[src/hw/rtl/etfi_pkg.sv]
// ----------------------------------------------------------------------------
// etfi_pkg: shared definitions for the escape-time fractal iteration unit
// Field widths of the fixed ports, register indexes and sequencer states.
// ----------------------------------------------------------------------------
package etfi_pkg;

    // Fixed widths of the ports
    localparam int MAX_ITER_W = 16;
    localparam int COORD_IN_W = 32;
    localparam int CFG_DATA_W = 32;
    localparam int CFG_IDX_W  = 2;

    // Iteration cutoff after reset
    localparam logic [MAX_ITER_W-1:0] MAX_ITER_RESET = 16'd1024;

    // Configuration register indexes
    typedef enum logic [CFG_IDX_W-1:0] {
        CFG_MAX_ITER   = 2'd0,
        CFG_JULIA_MODE = 2'd1,
        CFG_JULIA_RE   = 2'd2,
        CFG_JULIA_IM   = 2'd3
    } t_cfg_idx;

    // Sequencer states: one iteration is SQ_RE, SQ_IM, CROSS, UPDATE
    typedef enum logic [2:0] {
        ST_IDLE   = 3'd0,
        ST_SQ_RE  = 3'd1,
        ST_SQ_IM  = 3'd2,
        ST_CROSS  = 3'd3,
        ST_UPDATE = 3'd4
    } t_state;

endpackage

[src/hw/rtl/escape_time_fractal_iteration_unit.sv]
// ----------------------------------------------------------------------------
// escape_time_fractal_iteration_unit: Mandelbrot / Julia escape-time counter
// Iterates z <- z*z + c on one fixed-point point and reports the escape count.
// ----------------------------------------------------------------------------
// Usage:
//   Configure max_iter, julia_mode, julia_re and julia_im through the write
//   port (i_cfg_we, i_cfg_idx, i_cfg_wdata) while the unit is idle.
//   A point is taken at a clock edge with start high and busy low. busy then
//   stays high until the result beat: o_valid is high for exactly one cycle
//   with o_escape_count, and busy drops in that same cycle, so the next point
//   may be started right away. The receiver cannot stall the result.
// Iteration:
//   Each iteration steps through SQ_RE, SQ_IM, CROSS and UPDATE: the one
//   shared multiplier forms zr*zr, zi*zi and zr*zi in turn, then the update
//   adds c and checks the range.
// Reset:
//   Synchronous, active low. Registers return to max_iter 1024, Mandelbrot
//   mode, Julia constant 0; any point in flight is dropped.
// ----------------------------------------------------------------------------
module escape_time_fractal_iteration_unit #(
    parameter int COORD_WIDTH = 32,
    parameter int FRAC_BITS   = 28
) (
    input  logic                                  i_clk,
    input  logic                                  i_rst_n,
    // Configuration write port
    input  logic                                  i_cfg_we,
    input  logic [etfi_pkg::CFG_IDX_W-1:0]        i_cfg_idx,
    input  logic [etfi_pkg::CFG_DATA_W-1:0]       i_cfg_wdata,
    // Command
    input  logic                                  start,
    output logic                                  busy,
    input  logic signed [etfi_pkg::COORD_IN_W-1:0] i_point_re,
    input  logic signed [etfi_pkg::COORD_IN_W-1:0] i_point_im,
    // Result
    output logic                                  o_valid,
    output logic [etfi_pkg::MAX_ITER_W-1:0]       o_escape_count
);

    // z holds values up to magnitude 2, or a full starting coordinate
    localparam int ZW = (COORD_WIDTH > FRAC_BITS + 3) ? COORD_WIDTH : FRAC_BITS + 3;
    localparam int PW = 2 * ZW;
    localparam int SW = PW + 1;
    localparam int XW = (COORD_WIDTH > etfi_pkg::COORD_IN_W) ?
                        COORD_WIDTH : etfi_pkg::COORD_IN_W;
    localparam int MW = etfi_pkg::MAX_ITER_W;

    localparam logic signed [SW-1:0] FOUR = SW'(1) << (2 * FRAC_BITS + 2);
    localparam logic signed [SW-1:0] TWO  = SW'(2) << FRAC_BITS;

    // Low COORD_WIDTH bits of a field, sign extended
    function automatic logic signed [ZW-1:0] f_coord(
        input logic [etfi_pkg::COORD_IN_W-1:0] v
    );
        logic [XW-1:0] x;
        x = XW'(v);
        return ZW'($signed(x[COORD_WIDTH-1:0]));
    endfunction

    // Configuration registers
    logic [MW-1:0]                      r_max_iter;
    logic                               r_julia_mode;
    logic [etfi_pkg::COORD_IN_W-1:0]    r_julia_re;
    logic [etfi_pkg::COORD_IN_W-1:0]    r_julia_im;

    // Sequencer and datapath registers
    etfi_pkg::t_state      r_state, n_state;
    logic                  r_valid, n_valid;
    logic [MW-1:0]         r_count, n_count;
    logic [MW-1:0]         r_cnt, n_cnt;
    logic signed [ZW-1:0]  r_zr, n_zr;
    logic signed [ZW-1:0]  r_zi, n_zi;
    logic signed [ZW-1:0]  r_cr, n_cr;
    logic signed [ZW-1:0]  r_ci, n_ci;
    logic signed [PW-1:0]  r_srr, n_srr;
    logic signed [SW-1:0]  r_diff, n_diff;

    // Multiplier hookup
    logic                  w_mul_en;
    logic signed [ZW-1:0]  w_mul_a;
    logic signed [ZW-1:0]  w_mul_b;
    logic signed [PW-1:0]  w_p;

    // Escape tests and next z
    logic                  w_accept;
    logic signed [SW-1:0]  w_mag;
    logic                  w_mag_esc;
    logic                  w_at_limit;
    logic signed [SW-1:0]  w_re;
    logic signed [SW-1:0]  w_im;
    logic                  w_range_esc;

    // Write configuration registers
    always_ff @(posedge i_clk) begin
        if (!i_rst_n) begin
            r_max_iter   <= etfi_pkg::MAX_ITER_RESET;
            r_julia_mode <= 1'b0;
            r_julia_re   <= '0;
            r_julia_im   <= '0;
        end else if (i_cfg_we) begin
            case (i_cfg_idx)
                etfi_pkg::CFG_MAX_ITER:   r_max_iter   <= i_cfg_wdata[MW-1:0];
                etfi_pkg::CFG_JULIA_MODE: r_julia_mode <= i_cfg_wdata[0];
                etfi_pkg::CFG_JULIA_RE:   r_julia_re   <= i_cfg_wdata;
                etfi_pkg::CFG_JULIA_IM:   r_julia_im   <= i_cfg_wdata;
                default: begin
                end
            endcase
        end
    end

    // Shared multiplier: zr*zr, then zi*zi, then zr*zi
    assign w_mul_en = (r_state == etfi_pkg::ST_SQ_RE) || (r_state == etfi_pkg::ST_SQ_IM) ||
                      (r_state == etfi_pkg::ST_CROSS);
    assign w_mul_a  = (r_state == etfi_pkg::ST_SQ_IM) ? r_zi : r_zr;
    assign w_mul_b  = (r_state == etfi_pkg::ST_SQ_RE) ? r_zr : r_zi;

    etfi_mul #(
        .WIDTH (ZW)
    ) u_mul (
        .i_clk (i_clk),
        .i_en  (w_mul_en),
        .i_a   (w_mul_a),
        .i_b   (w_mul_b),
        .o_p   (w_p)
    );

    assign w_accept = start && (r_state == etfi_pkg::ST_IDLE);

    // Magnitude of current z (product holds zi*zi in CROSS)
    assign w_mag      = SW'(r_srr) + SW'(w_p);
    assign w_mag_esc  = (r_cnt != '0) && (w_mag > FOUR);
    assign w_at_limit = (r_cnt == r_max_iter);

    // New z (product holds zr*zi in UPDATE); 2*x >>> F equals x >>> (F-1)
    assign w_re = (r_diff >>> FRAC_BITS) + SW'(r_cr);
    assign w_im = SW'(w_p >>> (FRAC_BITS - 1)) + SW'(r_ci);
    assign w_range_esc = (w_re > TWO) || (w_re < -TWO) || (w_im > TWO) || (w_im < -TWO);

    // Hold the state register
    always_ff @(posedge i_clk) begin
        if (!i_rst_n) begin
            r_state <= etfi_pkg::ST_IDLE;
            r_valid <= 1'b0;
        end else begin
            r_state <= n_state;
            r_valid <= n_valid;
        end
    end

    // Advance datapath registers
    always_ff @(posedge i_clk) begin
        r_count <= n_count;
        r_cnt   <= n_cnt;
        r_zr    <= n_zr;
        r_zi    <= n_zi;
        r_cr    <= n_cr;
        r_ci    <= n_ci;
        r_srr   <= n_srr;
        r_diff  <= n_diff;
    end

    // Next state and datapath
    always_comb begin
        n_state = r_state;
        n_valid = 1'b0;
        n_count = r_count;
        n_cnt   = r_cnt;
        n_zr    = r_zr;
        n_zi    = r_zi;
        n_cr    = r_cr;
        n_ci    = r_ci;
        n_srr   = r_srr;
        n_diff  = r_diff;
        case (r_state)
            etfi_pkg::ST_IDLE: begin
                if (w_accept) begin
                    n_cnt   = '0;
                    n_state = etfi_pkg::ST_SQ_RE;
                    if (r_julia_mode) begin
                        n_zr = f_coord(i_point_re);
                        n_zi = f_coord(i_point_im);
                        n_cr = f_coord(r_julia_re);
                        n_ci = f_coord(r_julia_im);
                    end else begin
                        n_zr = '0;
                        n_zi = '0;
                        n_cr = f_coord(i_point_re);
                        n_ci = f_coord(i_point_im);
                    end
                end
            end
            etfi_pkg::ST_SQ_RE: begin
                n_state = etfi_pkg::ST_SQ_IM;
            end
            etfi_pkg::ST_SQ_IM: begin
                n_srr   = w_p;
                n_state = etfi_pkg::ST_CROSS;
            end
            etfi_pkg::ST_CROSS: begin
                n_diff = SW'(r_srr) - SW'(w_p);
                if (w_mag_esc) begin
                    n_valid = 1'b1;
                    n_count = r_cnt;
                    n_state = etfi_pkg::ST_IDLE;
                end else if (w_at_limit) begin
                    n_valid = 1'b1;
                    n_count = '0;
                    n_state = etfi_pkg::ST_IDLE;
                end else begin
                    n_state = etfi_pkg::ST_UPDATE;
                end
            end
            etfi_pkg::ST_UPDATE: begin
                n_cnt = MW'(r_cnt + 1'b1);
                if (w_range_esc) begin
                    n_valid = 1'b1;
                    n_count = MW'(r_cnt + 1'b1);
                    n_state = etfi_pkg::ST_IDLE;
                end else begin
                    n_zr    = w_re[ZW-1:0];
                    n_zi    = w_im[ZW-1:0];
                    n_state = etfi_pkg::ST_SQ_RE;
                end
            end
            default: begin
                n_state = etfi_pkg::ST_IDLE;
            end
        endcase
    end

    assign busy           = (r_state != etfi_pkg::ST_IDLE);
    assign o_valid        = r_valid;
    assign o_escape_count = r_count;

    // A result beat only follows the end of an iteration step
    a_valid_src: assert property (@(posedge i_clk) disable iff (!i_rst_n)
        r_valid |-> ($past(r_state) == etfi_pkg::ST_CROSS) ||
                    ($past(r_state) == etfi_pkg::ST_UPDATE))
        else $error("result beat without a finishing step");

    // The unit is idle while a result beat is shown
    a_valid_idle: assert property (@(posedge i_clk) disable iff (!i_rst_n)
        r_valid |-> (r_state == etfi_pkg::ST_IDLE))
        else $error("result beat while busy");

    // One point gives one beat
    a_one_beat: assert property (@(posedge i_clk) disable iff (!i_rst_n)
        r_valid |=> !r_valid)
        else $error("repeated result beat");

    // An accepted point starts an iteration
    a_start: assert property (@(posedge i_clk) disable iff (!i_rst_n)
        (start && !busy) |=> (r_state == etfi_pkg::ST_SQ_RE))
        else $error("accepted point did not start");

    // The update step is entered only from the cross product step
    a_update_order: assert property (@(posedge i_clk) disable iff (!i_rst_n)
        (r_state == etfi_pkg::ST_UPDATE) |-> ($past(r_state) == etfi_pkg::ST_CROSS))
        else $error("update step out of order");

endmodule

[src/hw/rtl/etfi_mul.sv]
// ----------------------------------------------------------------------------
// etfi_mul: shared signed multiplier
// Full-width signed product with a registered output; holds when disabled.
// ----------------------------------------------------------------------------
module etfi_mul #(
    parameter int WIDTH = 32
) (
    input  logic                       i_clk,
    input  logic                       i_en,
    input  logic signed [WIDTH-1:0]    i_a,
    input  logic signed [WIDTH-1:0]    i_b,
    output logic signed [2*WIDTH-1:0]  o_p
);

    logic signed [2*WIDTH-1:0] r_p;

    // Register the product
    always_ff @(posedge i_clk) begin
        if (i_en) begin
            r_p <= i_a * i_b;
        end
    end

    assign o_p = r_p;

endmodule
[config.mk]
export PLATFORM = sky130hd
export DESIGN_NAME = escape_time_fractal_iteration_unit
export DESIGN_NICKNAME = d
export VERILOG_FILES = /design/src/hw/rtl/etfi_pkg.sv /design/src/hw/rtl/escape_time_fractal_iteration_unit.sv /design/src/hw/rtl/etfi_mul.sv
export SDC_FILE = /design/constraint.sdc
export NUM_CORES = 2
export LEC_CHECK = 0
export ABC_CLOCK_PERIOD_IN_PS = 16750
export BUFFER_PORTS_ARGS = -buffer_cell sky130_fd_sc_hd__buf_4
export CAP_MARGIN = 5
export CORE_MARGIN = 2
export CORE_UTILIZATION = 39
export CTS_CLUSTER_SIZE = 40
export DETAILED_ROUTE_END_ITERATION = 7
export SLEW_MARGIN = 15
export SYNTH_ARGS = -nofsm -noshare
export SYNTH_HDL_FRONTEND = slang
export SYNTH_SLANG_ARGS = --single-unit
[constraint.sdc]
create_clock -name i_clk -period 16.75 [get_ports i_clk]
set_clock_uncertainty 0.2 [all_clocks]
set_input_delay 0 -clock i_clk [delete_from_list [all_inputs] [get_ports i_clk]]
set_output_delay 0 -clock i_clk [all_outputs]
set_load 0.005 [all_outputs]
==> flow_summary.json <==
{
  "run_status": "finished clean",
  "detail-route-antenna-nets": 0,
  "crit_path_start_kind": "register",
  "dieArea_um2": 166000,
  "ys_ff_latch": 410,
  "path_common_cell": "fa_1",
  "avgSynthCellArea_um2": 9.16,
  "synth_cell_types": 99,
  "rows": 148,
  "drive_gt1_share_pct": 7.52,
  "synth-edff-count": 325,
  "gr-total-overflow": 0,
  "root_buffer": "clkbuf_16",
  "grt_pass1_wl_mm": 344,
  "clk_pin_slew_ps": 70,
  "grt_pass1_vias": 54000,
  "cp_max_fo": 33,
  "ios": 120,
  "fp.dieH_um": 408,
  "area_growth_pct": 10.6,
  "slew_viol_final": 0,
  "slew_headroom_pct": 16.8,
  "nets": 8628,
  "syn_nets": 8508,
  "dpl.hpwl_mm": 183,
  "hold_viol_final": 0,
  "tritoncts": "yes",
  "cts_buffers": 47,
  "max_cap_viol_count": 0,
  "grt_max_degree": 95,
  "yosysWarnings": 0,
  "worstMarginPinSlew_ps": 1250,
  "die_width_um": 408,
  "synth_top_area_cell": "fa_1",
  "num_vias": 52600,
  "synth_most_common_cell": "inv_1",
  "clockBufferDepth": 3,
  "htree_levels": 2,
  "drt-pass1-iter-count": 6,
  "synth_cells": 6933,
  "clk_latency_ps": 640,
  "slowest_delay_ps": 940,
  "vias_per_cell": 5.68,
  "grt_setup_unrepaired": "false",
  "setup_violations": 0,
  "drcViolationCount": 0,
  "worstSetupPathType": "reg2reg",
  "routabilityCongestion": 0.964,
  "instances_no_fill": 9274,
  "initial_core_util_pct": 39.2,
  "synth_area_leaders": "fa_1 34%, edfxtp_1 15%, ha_1 7.6%, inv_1 6.9%, nand2_1 5.1%",
  "dp_cells": 9023,
  "drt-initial-drc-count": 5255,
  "finalCriticalPeriod_ps": 11550,
  "cp_data_required_time_ps": 16920,
  "cts_sinks": 410,
  "hp-class": "in2reg",
  "netlist_area_um2": 63500,
  "endpoint_kind": "register",
  "wl_mm": 231,
  "cp_data_arrival_time_ps": 11720,
  "yosysSeqAreaShare_pct": 18.0,
  "core_area_um2": 162000,
  "antenna_found_initial": 16,
  "synth_top_area_share_pct": 34.2,
  "max_freq_mhz": 86.6,
  "tns_ps": 0,
  "cpMaxStageDelayCell": "mux2i_4",
  "wire_per_inst_um": 24.9,
  "grt_use_total_pct": 27.6,
  "synthArstFlopShare_pct": 0,
  "ys_top_cells_by_count": "1166 x inv_1, 1085 x fa_1, 865 x nand2_1",
  "period_share_pct": 69.0,
  "port_buffers": 119,
  "synth_ff_type": "edfxtp_1"
}
==> cell usage in the layout (no fill, tap or decap), types with 14 or more instances in the layout <==
cell type and n:
o21bai_1 40, fa_1 1085, o2111ai_1 19, nand3_1 140, clkbuf_16 47, a21oi_1 348, dfxtp_1 84, and3_1 24
nor2b_1 39, inv_1 1165, nor3b_1 14, xor2_1 69, nor2_1 716, nand2b_1 27, o211ai_1 23, a31oi_1 33
o21ai_1 14, nor4_1 54, xnor2_1 123, or4_1 17, mux2i_2 28, o31ai_1 41, a21o_1 88, a211oi_1 38
mux2_2 128, o21ai_0 182, or3_1 31, a211o_1 16, edfxtp_1 325, nand4_1 59, dlygate4sd3_1 156, o21a_1 33
nand2_1 863, and2_1 22, buf_4 217, nor3_1 71, ha_1 388, mux2i_1 41, or2_2 24
==> registers in the layout (all words and copies together) (netlist names) <==
register        count
o_escape_count     16
o_valid             1
r_julia_im         32
r_cnt              16
r_zi               32
r_ci               32
r_cr               32
r_state             3
r_diff             37
r_zr               32
r_max_iter         16
r_julia_re         32
r_julia_mode        1
u_mul.o_p          64
r_srr              64
==> final cells by class <==
cell class,count,area (um^2)
Antenna cell,7,17.5
Clock buffer,59,1250
Timing Repair Buffer,374,3210
Tap cell,2175,2720
Fill cell,15900,92000
Sequential cell,410,11500
Inverter,1173,4400
Clock inverter,29,434
Multi-Input combinational cell,5047,46800
==> critical path, delay by kind of cell, from the launching register on <==
family | cells | cell delay, ps
mux | 1 | 940
xor+xnor | 1 | 130
flops | 1 | 450
buf+inv | 4 | 1240
compound gates | 10 | 3200
fa+ha+maj | 9 | 4460
simple gates | 4 | 570
==> cells by family after synthesis <==
kind of cell / after synthesis / synth area share (%)
xor gates and xnor gates: 192 / 2.65
DFF: 410 / 18.0
AOI/OAI and AO/OA: 1031 / 10.5
adders and majority gates: 1473 / 41.8
buffers and inverters: 1476 / 8.76
muxes: 206 / 3.50
and+or+nand+nor: 2145 / 14.7
==> timing repair <==
| action | CTS | global route |
|---|---|---|
| hold buffers | 156 | 0 |
| buffers inserted | 0 | 0 |
| endpoints found under the hold margin | 212 | 0 |
| gates resized for setup | 0 | 0 |
==> layer usage <==
| metal | routed length [um] | track usage, % | vias to the layer above |
|---|---|---|---|
| li1 | - | - | 22700 |
| met2 | 104000 | 43.2 | 2543 |
| met4 | 12100 | 12.4 | 10 |
| met3 | 21200 | 5.23 | 629 |
| met5 | 72 | 0 | - |
| met1 | 93300 | 37.1 | 26800 |
==> stage by stage <==
step           setup WS [ps]  hold slack, ps  utilization [%]  area [um^2]
6_report                5200            36.0             43.3        70300
2_1_floorplan           5180            -128                -        63500
3_5_place_dp            5500            47.1             41.3        67000
3_3_place_gp            5590            27.7             41.3        67000
4_1_cts                 5480           0.702             43.3        70200
5_1_grt                 4830            22.5             43.3        70200
==> worst paths after layout <==
kind | startpoint | endpoint | slack (ps) | cells past startpoint
hold / removal | i_cfg_wdata[5] | r_max_iter[5] | 40 | 4
setup reg to reg | r_state[2] | u_mul.o_p[63] | 5200 | 29
hold reg to reg | r_julia_re[19] | r_julia_re[19] | 260 | 2
setup / recovery | r_state[2] | u_mul.o_p[63] | 5200 | 29
Power is left out: the tool's default activity adds up to more than one toggle a clock period on the data nets, which glitch-free logic cannot reach.
